**src/gsd_pkg.sv**
```systemverilog
package gsd_pkg;

    // Key and text widths.
    localparam int KEY_W          = 31;
    localparam int BYTE_W         = 8;
    localparam int MAX_KEY_DIGITS = 10;
    localparam int DIGIT_W        = 4;
    localparam int LEN_W          = $clog2(MAX_KEY_DIGITS + 1);
    localparam int IDX_W          = (MAX_KEY_DIGITS > 1) ? $clog2(MAX_KEY_DIGITS) : 1;
    localparam int CNT_W          = $clog2(KEY_W + 1);

    // Letter arithmetic.
    localparam int OFF_W = 5;
    localparam logic [OFF_W:0] ALPHABET_SIZE = 6'd26;
    localparam logic [DIGIT_W-1:0] BCD_ADJUST_LIMIT = 4'd5;
    localparam logic [DIGIT_W-1:0] BCD_ADJUST       = 4'd3;
    localparam logic [BYTE_W-1:0] CHAR_UPPER_A = 8'h41;
    localparam logic [BYTE_W-1:0] CHAR_UPPER_Z = 8'h5A;
    localparam logic [BYTE_W-1:0] CHAR_LOWER_A = 8'h61;
    localparam logic [BYTE_W-1:0] CHAR_LOWER_Z = 8'h7A;

    // Queue between the front and back parts.
    localparam int QUEUE_DEPTH = 2;
    localparam int QPTR_W      = (QUEUE_DEPTH > 1) ? $clog2(QUEUE_DEPTH) : 1;
    localparam int QCNT_W      = $clog2(QUEUE_DEPTH + 1);

    // Decimal digits of the key, least significant digit at index 0.
    typedef logic [MAX_KEY_DIGITS-1:0][DIGIT_W-1:0] key_digits_t;

    // Key state handed from the key unit to the front part.
    typedef struct packed {
        key_digits_t          digits;
        logic [LEN_W-1:0]     len;
        logic                 busy;
        logic                 load;
    } key_info_t;

    // One classified item on its way to the back part.
    typedef struct packed {
        logic [BYTE_W-1:0]   text_byte;
        logic                is_letter;
        logic                is_upper;
        logic [OFF_W-1:0]    offset;
        logic [DIGIT_W-1:0]  shift;
    } queue_item_t;

endpackage

```
**src/gsd_key_unit.sv**
```systemverilog
module gsd_key_unit
(
    input  logic                        clk,
    input  logic                        rst_n,
    input  logic                        cfg_valid,
    output logic                        cfg_ready,
    input  logic [gsd_pkg::KEY_W-1:0]   decimal_key,
    output gsd_pkg::key_info_t          key_info
);

    logic                              busy_reg,  busy_next;
    logic [gsd_pkg::CNT_W-1:0]         cnt_reg,   cnt_next;
    logic [gsd_pkg::KEY_W-1:0]         bin_reg,   bin_next;
    gsd_pkg::key_digits_t              bcd_reg,   bcd_next;
    logic                              ovf_reg,   ovf_next;
    gsd_pkg::key_digits_t              digits_reg, digits_next;
    logic [gsd_pkg::LEN_W-1:0]         len_reg,   len_next;

    gsd_pkg::key_digits_t              bcd_adj;
    gsd_pkg::key_digits_t              bcd_shift;
    logic                              ovf_shift;
    logic [gsd_pkg::LEN_W-1:0]         len_calc;
    logic                              load;

    assign cfg_ready = !busy_reg;
    assign load      = cfg_valid && !busy_reg;

    // One step of the shift-and-add-three binary to decimal conversion.
    always_comb
    begin
        for (int i = 0; i < gsd_pkg::MAX_KEY_DIGITS; i++)
        begin
            if (bcd_reg[i] >= gsd_pkg::BCD_ADJUST_LIMIT)
            begin
                bcd_adj[i] = bcd_reg[i] + gsd_pkg::BCD_ADJUST;
            end
            else
            begin
                bcd_adj[i] = bcd_reg[i];
            end
        end
        bcd_shift = gsd_pkg::key_digits_t'({bcd_adj, bin_reg[gsd_pkg::KEY_W-1]});
        // A bit leaving the top digit means the key has more digits than are kept.
        ovf_shift = ovf_reg || bcd_adj[gsd_pkg::MAX_KEY_DIGITS-1][gsd_pkg::DIGIT_W-1];
    end

    // Number of digits in use: up to the highest non-zero digit, at least one.
    always_comb
    begin
        len_calc = gsd_pkg::LEN_W'(1);
        for (int i = 0; i < gsd_pkg::MAX_KEY_DIGITS; i++)
        begin
            if (bcd_shift[i] != '0)
            begin
                len_calc = gsd_pkg::LEN_W'(i + 1);
            end
        end
        if (ovf_shift)
        begin
            len_calc = gsd_pkg::LEN_W'(gsd_pkg::MAX_KEY_DIGITS);
        end
    end

    // Conversion control.
    always_comb
    begin
        busy_next   = busy_reg;
        cnt_next    = cnt_reg;
        bin_next    = bin_reg;
        bcd_next    = bcd_reg;
        ovf_next    = ovf_reg;
        digits_next = digits_reg;
        len_next    = len_reg;
        if (load)
        begin
            busy_next = 1'b1;
            cnt_next  = gsd_pkg::CNT_W'(gsd_pkg::KEY_W);
            bin_next  = decimal_key;
            bcd_next  = '0;
            ovf_next  = 1'b0;
        end
        else if (busy_reg)
        begin
            cnt_next = cnt_reg - gsd_pkg::CNT_W'(1);
            bin_next = {bin_reg[gsd_pkg::KEY_W-2:0], 1'b0};
            bcd_next = bcd_shift;
            ovf_next = ovf_shift;
            if (cnt_reg == gsd_pkg::CNT_W'(1))
            begin
                busy_next   = 1'b0;
                digits_next = bcd_shift;
                len_next    = len_calc;
            end
        end
    end

    // Registers; after reset the key is one.
    always_ff @(posedge clk or negedge rst_n)
    begin
        if (!rst_n)
        begin
            busy_reg   <= 1'b0;
            cnt_reg    <= '0;
            ovf_reg    <= 1'b0;
            digits_reg <= gsd_pkg::key_digits_t'(1);
            len_reg    <= gsd_pkg::LEN_W'(1);
        end
        else
        begin
            busy_reg   <= busy_next;
            cnt_reg    <= cnt_next;
            ovf_reg    <= ovf_next;
            digits_reg <= digits_next;
            len_reg    <= len_next;
        end
    end

    // Conversion working registers.
    always_ff @(posedge clk)
    begin
        bin_reg <= bin_next;
        bcd_reg <= bcd_next;
    end

    assign key_info.digits = digits_reg;
    assign key_info.len    = len_reg;
    assign key_info.busy   = busy_reg;
    assign key_info.load   = load;

endmodule

```
**src/gsd_front.sv**
```systemverilog
module gsd_front
(
    input  logic                          clk,
    input  logic                          rst_n,
    input  logic                          in_valid,
    output logic                          in_stall,
    input  logic [gsd_pkg::BYTE_W-1:0]    text_byte,
    input  logic                          message_start,
    input  gsd_pkg::key_info_t            key_info,
    input  logic                          queue_full,
    output logic                          push,
    output gsd_pkg::queue_item_t          push_item
);

    logic [gsd_pkg::LEN_W-1:0] pos_reg, pos_next;
    logic [gsd_pkg::LEN_W-1:0] pos_use;
    logic [gsd_pkg::LEN_W-1:0] digit_idx;
    logic                      is_upper;
    logic                      is_lower;
    logic [gsd_pkg::BYTE_W-1:0] base;

    assign in_stall = key_info.busy || queue_full;
    assign push     = in_valid && !in_stall;

    // Classify the byte.
    assign is_upper = (text_byte >= gsd_pkg::CHAR_UPPER_A) && (text_byte <= gsd_pkg::CHAR_UPPER_Z);
    assign is_lower = (text_byte >= gsd_pkg::CHAR_LOWER_A) && (text_byte <= gsd_pkg::CHAR_LOWER_Z);
    assign base     = is_upper ? gsd_pkg::CHAR_UPPER_A : gsd_pkg::CHAR_LOWER_A;

    // Pick the current key digit, most significant digit first.
    always_comb
    begin
        pos_use = message_start ? '0 : pos_reg;
        if (pos_use >= key_info.len)
        begin
            pos_use = '0;
        end
        digit_idx = key_info.len - gsd_pkg::LEN_W'(1) - pos_use;
    end

    assign push_item.text_byte = text_byte;
    assign push_item.is_letter = is_upper || is_lower;
    assign push_item.is_upper  = is_upper;
    assign push_item.offset    = gsd_pkg::OFF_W'(text_byte - base);
    assign push_item.shift     = key_info.digits[digit_idx[gsd_pkg::IDX_W-1:0]];

    // Digit position advances on letters only and wraps at the key length.
    always_comb
    begin
        pos_next = pos_reg;
        if (key_info.load)
        begin
            pos_next = '0;
        end
        else if (push)
        begin
            pos_next = pos_use;
            if (is_upper || is_lower)
            begin
                if (pos_use + gsd_pkg::LEN_W'(1) >= key_info.len)
                begin
                    pos_next = '0;
                end
                else
                begin
                    pos_next = pos_use + gsd_pkg::LEN_W'(1);
                end
            end
        end
    end

    always_ff @(posedge clk or negedge rst_n)
    begin
        if (!rst_n)
        begin
            pos_reg <= '0;
        end
        else
        begin
            pos_reg <= pos_next;
        end
    end

endmodule

```
**src/gsd_queue.sv**
```systemverilog
module gsd_queue
(
    input  logic                    clk,
    input  logic                    rst_n,
    input  logic                    push,
    input  gsd_pkg::queue_item_t    push_item,
    input  logic                    pop,
    output gsd_pkg::queue_item_t    pop_item,
    output logic                    full,
    output logic                    empty
);

    gsd_pkg::queue_item_t           entries [gsd_pkg::QUEUE_DEPTH];
    logic [gsd_pkg::QPTR_W-1:0]     wr_ptr_reg, wr_ptr_next;
    logic [gsd_pkg::QPTR_W-1:0]     rd_ptr_reg, rd_ptr_next;
    logic [gsd_pkg::QCNT_W-1:0]     count_reg,  count_next;

    assign full     = (count_reg == gsd_pkg::QCNT_W'(gsd_pkg::QUEUE_DEPTH));
    assign empty    = (count_reg == '0);
    assign pop_item = entries[rd_ptr_reg];

    // Pointer and fill count update.
    always_comb
    begin
        wr_ptr_next = wr_ptr_reg;
        rd_ptr_next = rd_ptr_reg;
        count_next  = count_reg;
        if (push)
        begin
            if (wr_ptr_reg == gsd_pkg::QPTR_W'(gsd_pkg::QUEUE_DEPTH - 1))
            begin
                wr_ptr_next = '0;
            end
            else
            begin
                wr_ptr_next = wr_ptr_reg + gsd_pkg::QPTR_W'(1);
            end
        end
        if (pop)
        begin
            if (rd_ptr_reg == gsd_pkg::QPTR_W'(gsd_pkg::QUEUE_DEPTH - 1))
            begin
                rd_ptr_next = '0;
            end
            else
            begin
                rd_ptr_next = rd_ptr_reg + gsd_pkg::QPTR_W'(1);
            end
        end
        if (push && !pop)
        begin
            count_next = count_reg + gsd_pkg::QCNT_W'(1);
        end
        else if (pop && !push)
        begin
            count_next = count_reg - gsd_pkg::QCNT_W'(1);
        end
    end

    always_ff @(posedge clk or negedge rst_n)
    begin
        if (!rst_n)
        begin
            wr_ptr_reg <= '0;
            rd_ptr_reg <= '0;
            count_reg  <= '0;
        end
        else
        begin
            wr_ptr_reg <= wr_ptr_next;
            rd_ptr_reg <= rd_ptr_next;
            count_reg  <= count_next;
        end
    end

    // Entry storage.
    always_ff @(posedge clk)
    begin
        if (push)
        begin
            entries[wr_ptr_reg] <= push_item;
        end
    end

endmodule

```
**src/gsd_back.sv**
```systemverilog
module gsd_back
(
    input  logic                          clk,
    input  logic                          rst_n,
    input  logic                          queue_empty,
    input  gsd_pkg::queue_item_t          pop_item,
    output logic                          pop,
    output logic                          out_valid,
    input  logic                          out_stall,
    output logic [gsd_pkg::BYTE_W-1:0]    plain_byte
);

    logic                         out_valid_reg, out_valid_next;
    logic [gsd_pkg::BYTE_W-1:0]   plain_byte_reg;
    logic [gsd_pkg::OFF_W:0]      diff;
    logic [gsd_pkg::OFF_W-1:0]    off_dec;
    logic [gsd_pkg::BYTE_W-1:0]   base;
    logic [gsd_pkg::BYTE_W-1:0]   result;

    assign pop = !queue_empty && (!out_valid_reg || !out_stall);

    // Shift the letter back by the key digit, wrapping within 26 letters.
    always_comb
    begin
        diff = (gsd_pkg::OFF_W + 1)'(pop_item.offset) - (gsd_pkg::OFF_W + 1)'(pop_item.shift);
        if (diff[gsd_pkg::OFF_W])
        begin
            diff = diff + gsd_pkg::ALPHABET_SIZE;
        end
        off_dec = diff[gsd_pkg::OFF_W-1:0];
        base    = pop_item.is_upper ? gsd_pkg::CHAR_UPPER_A : gsd_pkg::CHAR_LOWER_A;
        if (pop_item.is_letter)
        begin
            result = base + gsd_pkg::BYTE_W'(off_dec);
        end
        else
        begin
            result = pop_item.text_byte;
        end
    end

    // Output register.
    always_comb
    begin
        out_valid_next = out_valid_reg;
        if (pop)
        begin
            out_valid_next = 1'b1;
        end
        else if (!out_stall)
        begin
            out_valid_next = 1'b0;
        end
    end

    always_ff @(posedge clk or negedge rst_n)
    begin
        if (!rst_n)
        begin
            out_valid_reg <= 1'b0;
        end
        else
        begin
            out_valid_reg <= out_valid_next;
        end
    end

    always_ff @(posedge clk)
    begin
        if (pop)
        begin
            plain_byte_reg <= result;
        end
    end

    assign out_valid  = out_valid_reg;
    assign plain_byte = plain_byte_reg;

endmodule

```
**src/gronsfeld_stream_decrypt_unit.sv**
```systemverilog
// Gronsfeld stream decryptor: each item carries one ciphertext byte and yields one plaintext
// byte, in order, letters shifted back by the current key digit and all other bytes passed
// through. Items stream at one per cycle while the input is not stalled, and the result of
// an accepted item reaches the output register by way of the queue; the path runs through a
// classifying front part, a two-item queue and a shifting back part, and the input stalls once
// the queue holds two items behind a stalled result.
// Writing the key starts a shift-and-add-three conversion to decimal digits that works through
// the 31 key bits in turn; no item is accepted until it finishes. A key write and
// message_start both return the digit position to the most significant digit.
module gronsfeld_stream_decrypt_unit
(
    input  logic                          clk,
    input  logic                          rst_n,
    input  logic                          in_valid,
    output logic                          in_stall,
    input  logic [gsd_pkg::BYTE_W-1:0]    text_byte,
    input  logic                          message_start,
    output logic                          out_valid,
    input  logic                          out_stall,
    output logic [gsd_pkg::BYTE_W-1:0]    plain_byte,
    input  logic                          cfg_valid,
    output logic                          cfg_ready,
    input  logic [gsd_pkg::KEY_W-1:0]     decimal_key
);

    gsd_pkg::key_info_t     key_info;
    gsd_pkg::queue_item_t   push_item;
    gsd_pkg::queue_item_t   pop_item;
    logic                   push;
    logic                   pop;
    logic                   queue_full;
    logic                   queue_empty;

    // Key register and digit extraction.
    gsd_key_unit u_key
    (
        .clk         (clk),
        .rst_n       (rst_n),
        .cfg_valid   (cfg_valid),
        .cfg_ready   (cfg_ready),
        .decimal_key (decimal_key),
        .key_info    (key_info)
    );

    // Front part: accept, classify and pick the digit.
    gsd_front u_front
    (
        .clk           (clk),
        .rst_n         (rst_n),
        .in_valid      (in_valid),
        .in_stall      (in_stall),
        .text_byte     (text_byte),
        .message_start (message_start),
        .key_info      (key_info),
        .queue_full    (queue_full),
        .push          (push),
        .push_item     (push_item)
    );

    // Queue between the two parts.
    gsd_queue u_queue
    (
        .clk       (clk),
        .rst_n     (rst_n),
        .push      (push),
        .push_item (push_item),
        .pop       (pop),
        .pop_item  (pop_item),
        .full      (queue_full),
        .empty     (queue_empty)
    );

    // Back part: shift and present the result.
    gsd_back u_back
    (
        .clk         (clk),
        .rst_n       (rst_n),
        .queue_empty (queue_empty),
        .pop_item    (pop_item),
        .pop         (pop),
        .out_valid   (out_valid),
        .out_stall   (out_stall),
        .plain_byte  (plain_byte)
    );

endmodule
```
**config.mk**
```make
export PLATFORM = sky130hd
export DESIGN_NAME = gronsfeld_stream_decrypt_unit
export DESIGN_NICKNAME = d
export VERILOG_FILES = /design/src/gsd_pkg.sv /design/src/gsd_key_unit.sv /design/src/gsd_front.sv /design/src/gsd_queue.sv /design/src/gsd_back.sv /design/src/gronsfeld_stream_decrypt_unit.sv
export SDC_FILE = /design/constraint.sdc
export NUM_CORES = 1
export LEC_CHECK = 0
export BUFFER_PORTS_ARGS = -buffer_cell sky130_fd_sc_hd__buf_2
export CAP_MARGIN = 20
export CORE_MARGIN = 3
export CORE_UTILIZATION = 50
export DETAILED_ROUTE_END_ITERATION = 8
export GPL_ROUTABILITY_DRIVEN = 0
export PLACE_DENSITY = 0.68
export SYNTH_ARGS = -nofsm -noshare
export SYNTH_HDL_FRONTEND = slang
export SYNTH_SLANG_ARGS = --single-unit
```
**constraint.sdc**
```tcl
create_clock -name clk -period 9.2 [get_ports clk]
set_input_delay 1.38 -clock clk [delete_from_list [all_inputs] [get_ports clk]]
set_output_delay 1.38 -clock clk [all_outputs]
set_load 0.02 [all_outputs]
```
# Yosys cells after proc, flatten, opt, wreduce, memory -nomap -nowiden
# Memory sizes are Yosys's and may differ from the RTL's.
# Cells that the tools add are included.
# word_totals
regBits	139
mem_bits_rw	38
input_bits	45
output_inout_bits	11
wordCells	155
memories	1
# mem_list
name	words	width	read_ports	rd_ports_with_merged_regs	write_ports	line_no	rtl
u_queue.entries	2	19	1	0	1	gsd_queue.sv:13	gsd_pkg::queue_item_t entries [gsd_pkg::QUEUE_DEPTH];
# classes
addsub	22
n_lt_le_gt_ge	17
n_eq_ne	3
muxes	48
bitwise	1
n_reduce_logical	32
# ops
cell	count
two-way mux 4 bit	21
two-way mux 31 bit	2
adder 4 x 2 -> 4 bit (second input constant)	10
greater-or-equal comparator 4 x 3 -> 1 bit (second input constant)	10
nonzero test 4 bit	9
binary-select mux 4 bit (select 4 bit)	1
greater-or-equal comparator 8 x 7 -> 1 bit (second input constant)	2
less-or-equal comparator 8 x 7 -> 1 bit (second input constant)	2
two-way mux 5 bit	3
two-way mux 3 bit	4
two-way mux 1 bit	11
adder 8 x 5 -> 8 bit	1
greater-or-equal comparator 4 bit	2
two-way mux 2 bit	4
two-way mux 8 bit	1
logical AND 1 bit	7
zero test 1 bit	7
two-way mux 6 bit	1
nonzero test 2 bit	3
subtractor 5 x 4 -> 6 bit	1
adder 5 bit (second input constant)	1
equality test 5 x 1 -> 1 bit (second input constant)	1
< comparator 4 x 5 -> 1 bit (second input constant)	1
subtractor 5 x 1 -> 5 bit (second input constant)	1
13 further kinds	17

# Depth between registers and ports, before layout
# logic_depth
ltp_word	13
ltp_mapped	16
ltp_nobuf	16

# Cells and area by module
# A second synthesis with hierarchy kept.
# hier_totals
cells_unflattened	875
hier_area_um2	9402.8
# by_module_without_submodules
mod	n_inst	cells_each	area_each_um2	seq_area_each_um2
gsd_key_unit	1	590	5778.0	3010.4
gsd_queue	1	75	1637.8	1241.2
gsd_front	1	128	1187.4	100.1
gsd_back	1	82	799.5	265.3

# Worst setup path before layout
# Ideal clock, no wire load.
# synth_timing
path_kind	input-to-reg
start	input message_start
end	memory u_queue.entries[0][0] in the netlist's numbering (data pin)
setup_ns	0.280
arrival_time_ns	4.013
required_ns	8.920
path_slack_ns	4.908
cell_stages	13
n_path_buf	1
cell_sequence	clkinv_1 -> nand2_1 -> ha_1 -> nand2b_1 -> a21oi_1 -> maj3_1 -> o2111ai_1 -> ha_1 -> fa_1 -> buf_1 -> mux4_2 -> mux2i_1 -> mux2i_1
# synth_lines
item	line_no	rtl
from (decl)	gronsfeld_stream_decrypt_unit.sv:17	input logic message_start,
to (decl)	gsd_queue.sv:13	

==> impl_metrics.ini <==
[status]
status = complete, no violations

[cells_and_area]
insertedDiodeCount = 0
fin_cells = 1163
design_area_um2 = 10380
final_nets = 1015
area_growth_pct = 13.27
drive_gt1_share_pct = 18.02

[power_and_ir_drop]
peakVddDrop_v = 0.0001903
leakagePower_nw = 4.509
p_per_area_nw_per_um2 = 354.2

[timing]
setup_viol = 0
hold-worst-slack_ps = 473.6
fin_crit_ps = 4306
fmax_mhz = 232.2
slew_headroom_pct = 43.16
rsz0062_at_grt = no
skew_ps = 15.79
worst_pin_slew_ps = 843.6
finalSetupTns_ps = 0
hold_viol = 0
period_share_pct = 46.81
slew_viol_final = 0

[global_routing]
grt.total_usage_pct = 18.60
grt_start_max_net_pins = 61
antenna_found_initial = 0
overflow = 0
grt_pass1_wl_um = 29990
grt_pass1_vias = 6068

[logic_synthesis]
yosys.cell_types.count = 70
ys_async_sr_fraction_pct = 33.90
ys_seq_elements = 177
synth_area_leaders = edfxtp_1, dfrtp_1, dfxtp_1
synth.avg_cell_area_um2 = 10.54
syn_inst = 870
synth_top_area_share_pct = 25.22
syn_area_um2 = 9168
synth_edf_count = 77
yosys.cell_count.top_type = nand2_1
syn_nets = 960
yosysSeqAreaShare_pct = 50.36
synth_common_cells = nand2_1, edfxtp_1, dfrtp_1
yosysWarnings = 0
yosys_most_used_dff = edfxtp_1
synth_area_leader_cell = edfxtp_1

[cts]
ctsResizeCount = 0
cts.hold.buffers_added = 0
tritoncts = done
numCtsBuffers = 17
clk_pin_slew_ps = 70
post_cts_buffers = 0
cts_buffer_depth = 2
root_buffer = clkbuf_16
cts_max_level = 4
clk_latency_ps = 430
cts_sinks = 177

[worst_setup_path]
arrival_ps = 4540
r2r-start = u_key.len_reg[0]
cp.required_ps = 9430
r2r-end = u_queue.entries[1][1]
endpoint_kind = register
r2r_cells = 11
criticalPathCategory = in2reg
cp_max_fo = 5
reg2reg_slack_ps = 5560
cp-start-kind = primary input

[route]
ant_nets = 0
routed-via-count = 6254
drt-vias-per-instance = 5.377
wl_per_cell_um = 15.33
wl_um = 17830
firstDrtPassIters = 5
drc_errors = 0
drtIter0Drc = 390

[floorplan]
core_um2 = 17600
initial_core_util_pct = 52.10
rows = 48
die_h_um = 141.4
die_x_um = 141.4
die_area_um2 = 20000
num_io_pins = 56

[hold_path]
hold_path_depth = 2
holdCritStartpoint = u_key.key_info[6]
hold_end = u_key.key_info[6]
min_path_type = reg2reg

[placed_design]
hpwl_um = 12510
port_buffers = 55
place_inst = 1130
dpl-instance-area_um2 = 9691

[run]
max-cap-violations = 0
==> placed cells by master, fill, tap and decap left out, types with 4 or more instances in the layout <==
cell	Yosys	routed
bufinv_16	0	5
nand2_1	183	183
o211ai_1	5	5
o21ai_0	42	42
buf_4	0	10
mux4_2	8	8
clkbuf_16	0	17
dfrtp_1	58	57
mux2i_1	30	30
a22o_1	8	8
nor2_1	32	31
dfxtp_1	40	40
ha_1	43	43
and2_1	4	4
buf_2	2	55
nor3b_1	9	9
a21o_1	7	7
a211oi_1	5	5
nor2b_1	7	6
xor2_1	6	6
o31ai_1	13	13
a211o_1	4	4
mux2_2	45	45
a31oi_1	6	6
o22ai_1	9	9
o21ai_1	9	9
a21oi_1	34	34
inv_1	45	45
edfxtp_1	77	77
xnor2_1	25	25
nand2b_1	22	22
nor3_1	9	9
==> through the flow <==
step	util, %	setup slack [ps]	power, mW
floorplan	-	4908	2.517
global placement	55.07	4605	2.847
detailed placement	55.07	4508	2.881
CTS	58.85	4942	3.705
global route	59.01	4601	3.978
finish	59.01	4894	3.678
==> final cells by class <==
class	count	area, um^2
clock inverters	13	222.7
fillers	1499	7213
clock buffers	19	442.9
well taps	225	281.5
inverters	46	172.7
repair buffers	66	377.9
flip-flops and latches	177	4618
multi-input cells	617	4268
==> where the power goes <==
part / total (mW) / switching, mW / leakage, nW / internal (mW)
registers: 1.35 / 0.200 / 1.87 / 1.15
logic: 1.52 / 0.844 / 2.32 / 0.678
clock network: 0.808 / 0.312 / 0.319 / 0.496
total: 3.68 / 1.35 / 4.51 / 2.32
==> critical path, stage by stage <==
cell and delay [ps]:
buf_2 100, clkinv_1 120, nand2_1 100, ha_1 220, nand2b_1 140, a21oi_1 210, maj3_1 260, o2111ai_1 220
ha_1 290, fa_1 380, xnor2_1 510, nor2b_1 320, nand2_1 80, mux2i_1 220
==> logic make-up (layout without fill, tap and decap cells) <==
logic type | after synthesis | in the layout | share of synthesized area, %
flops | 177 | 177 | 50.36
fa+ha+maj | 46 | 46 | 6.415
mux | 85 | 85 | 11.08
buf+inv | 76 | 144 | 3.139
xor+xnor | 31 | 31 | 2.962
simple gates | 291 | 291 | 14.58
compound gates | 164 | 164 | 11.46
==> worst max path at each step <==
stage,end,startpoint,cells past startpoint
after detailed placement,u_queue.entries[1][1],message_start,14
final,u_queue.entries[1][1],message_start,14
after global routing,u_queue.entries[1][1],message_start,14
after floorplan,u_queue.entries[0][0],message_start,13
after CTS,u_queue.entries[1][1],message_start,14
after global placement,u_queue.entries[0][2],message_start,14
==> routing by layer <==
metal / vias up / track usage (%) / share of wire (%)
met5: - / 0 / 0
met4: 0 / 4.141 / 0.80
met3: 10 / 4.179 / 3.3
met2: 93 / 29.87 / 48
met1: 2962 / 26.10 / 48
li1: 3189 / - / -
Power figures use the tool's default switching activity.
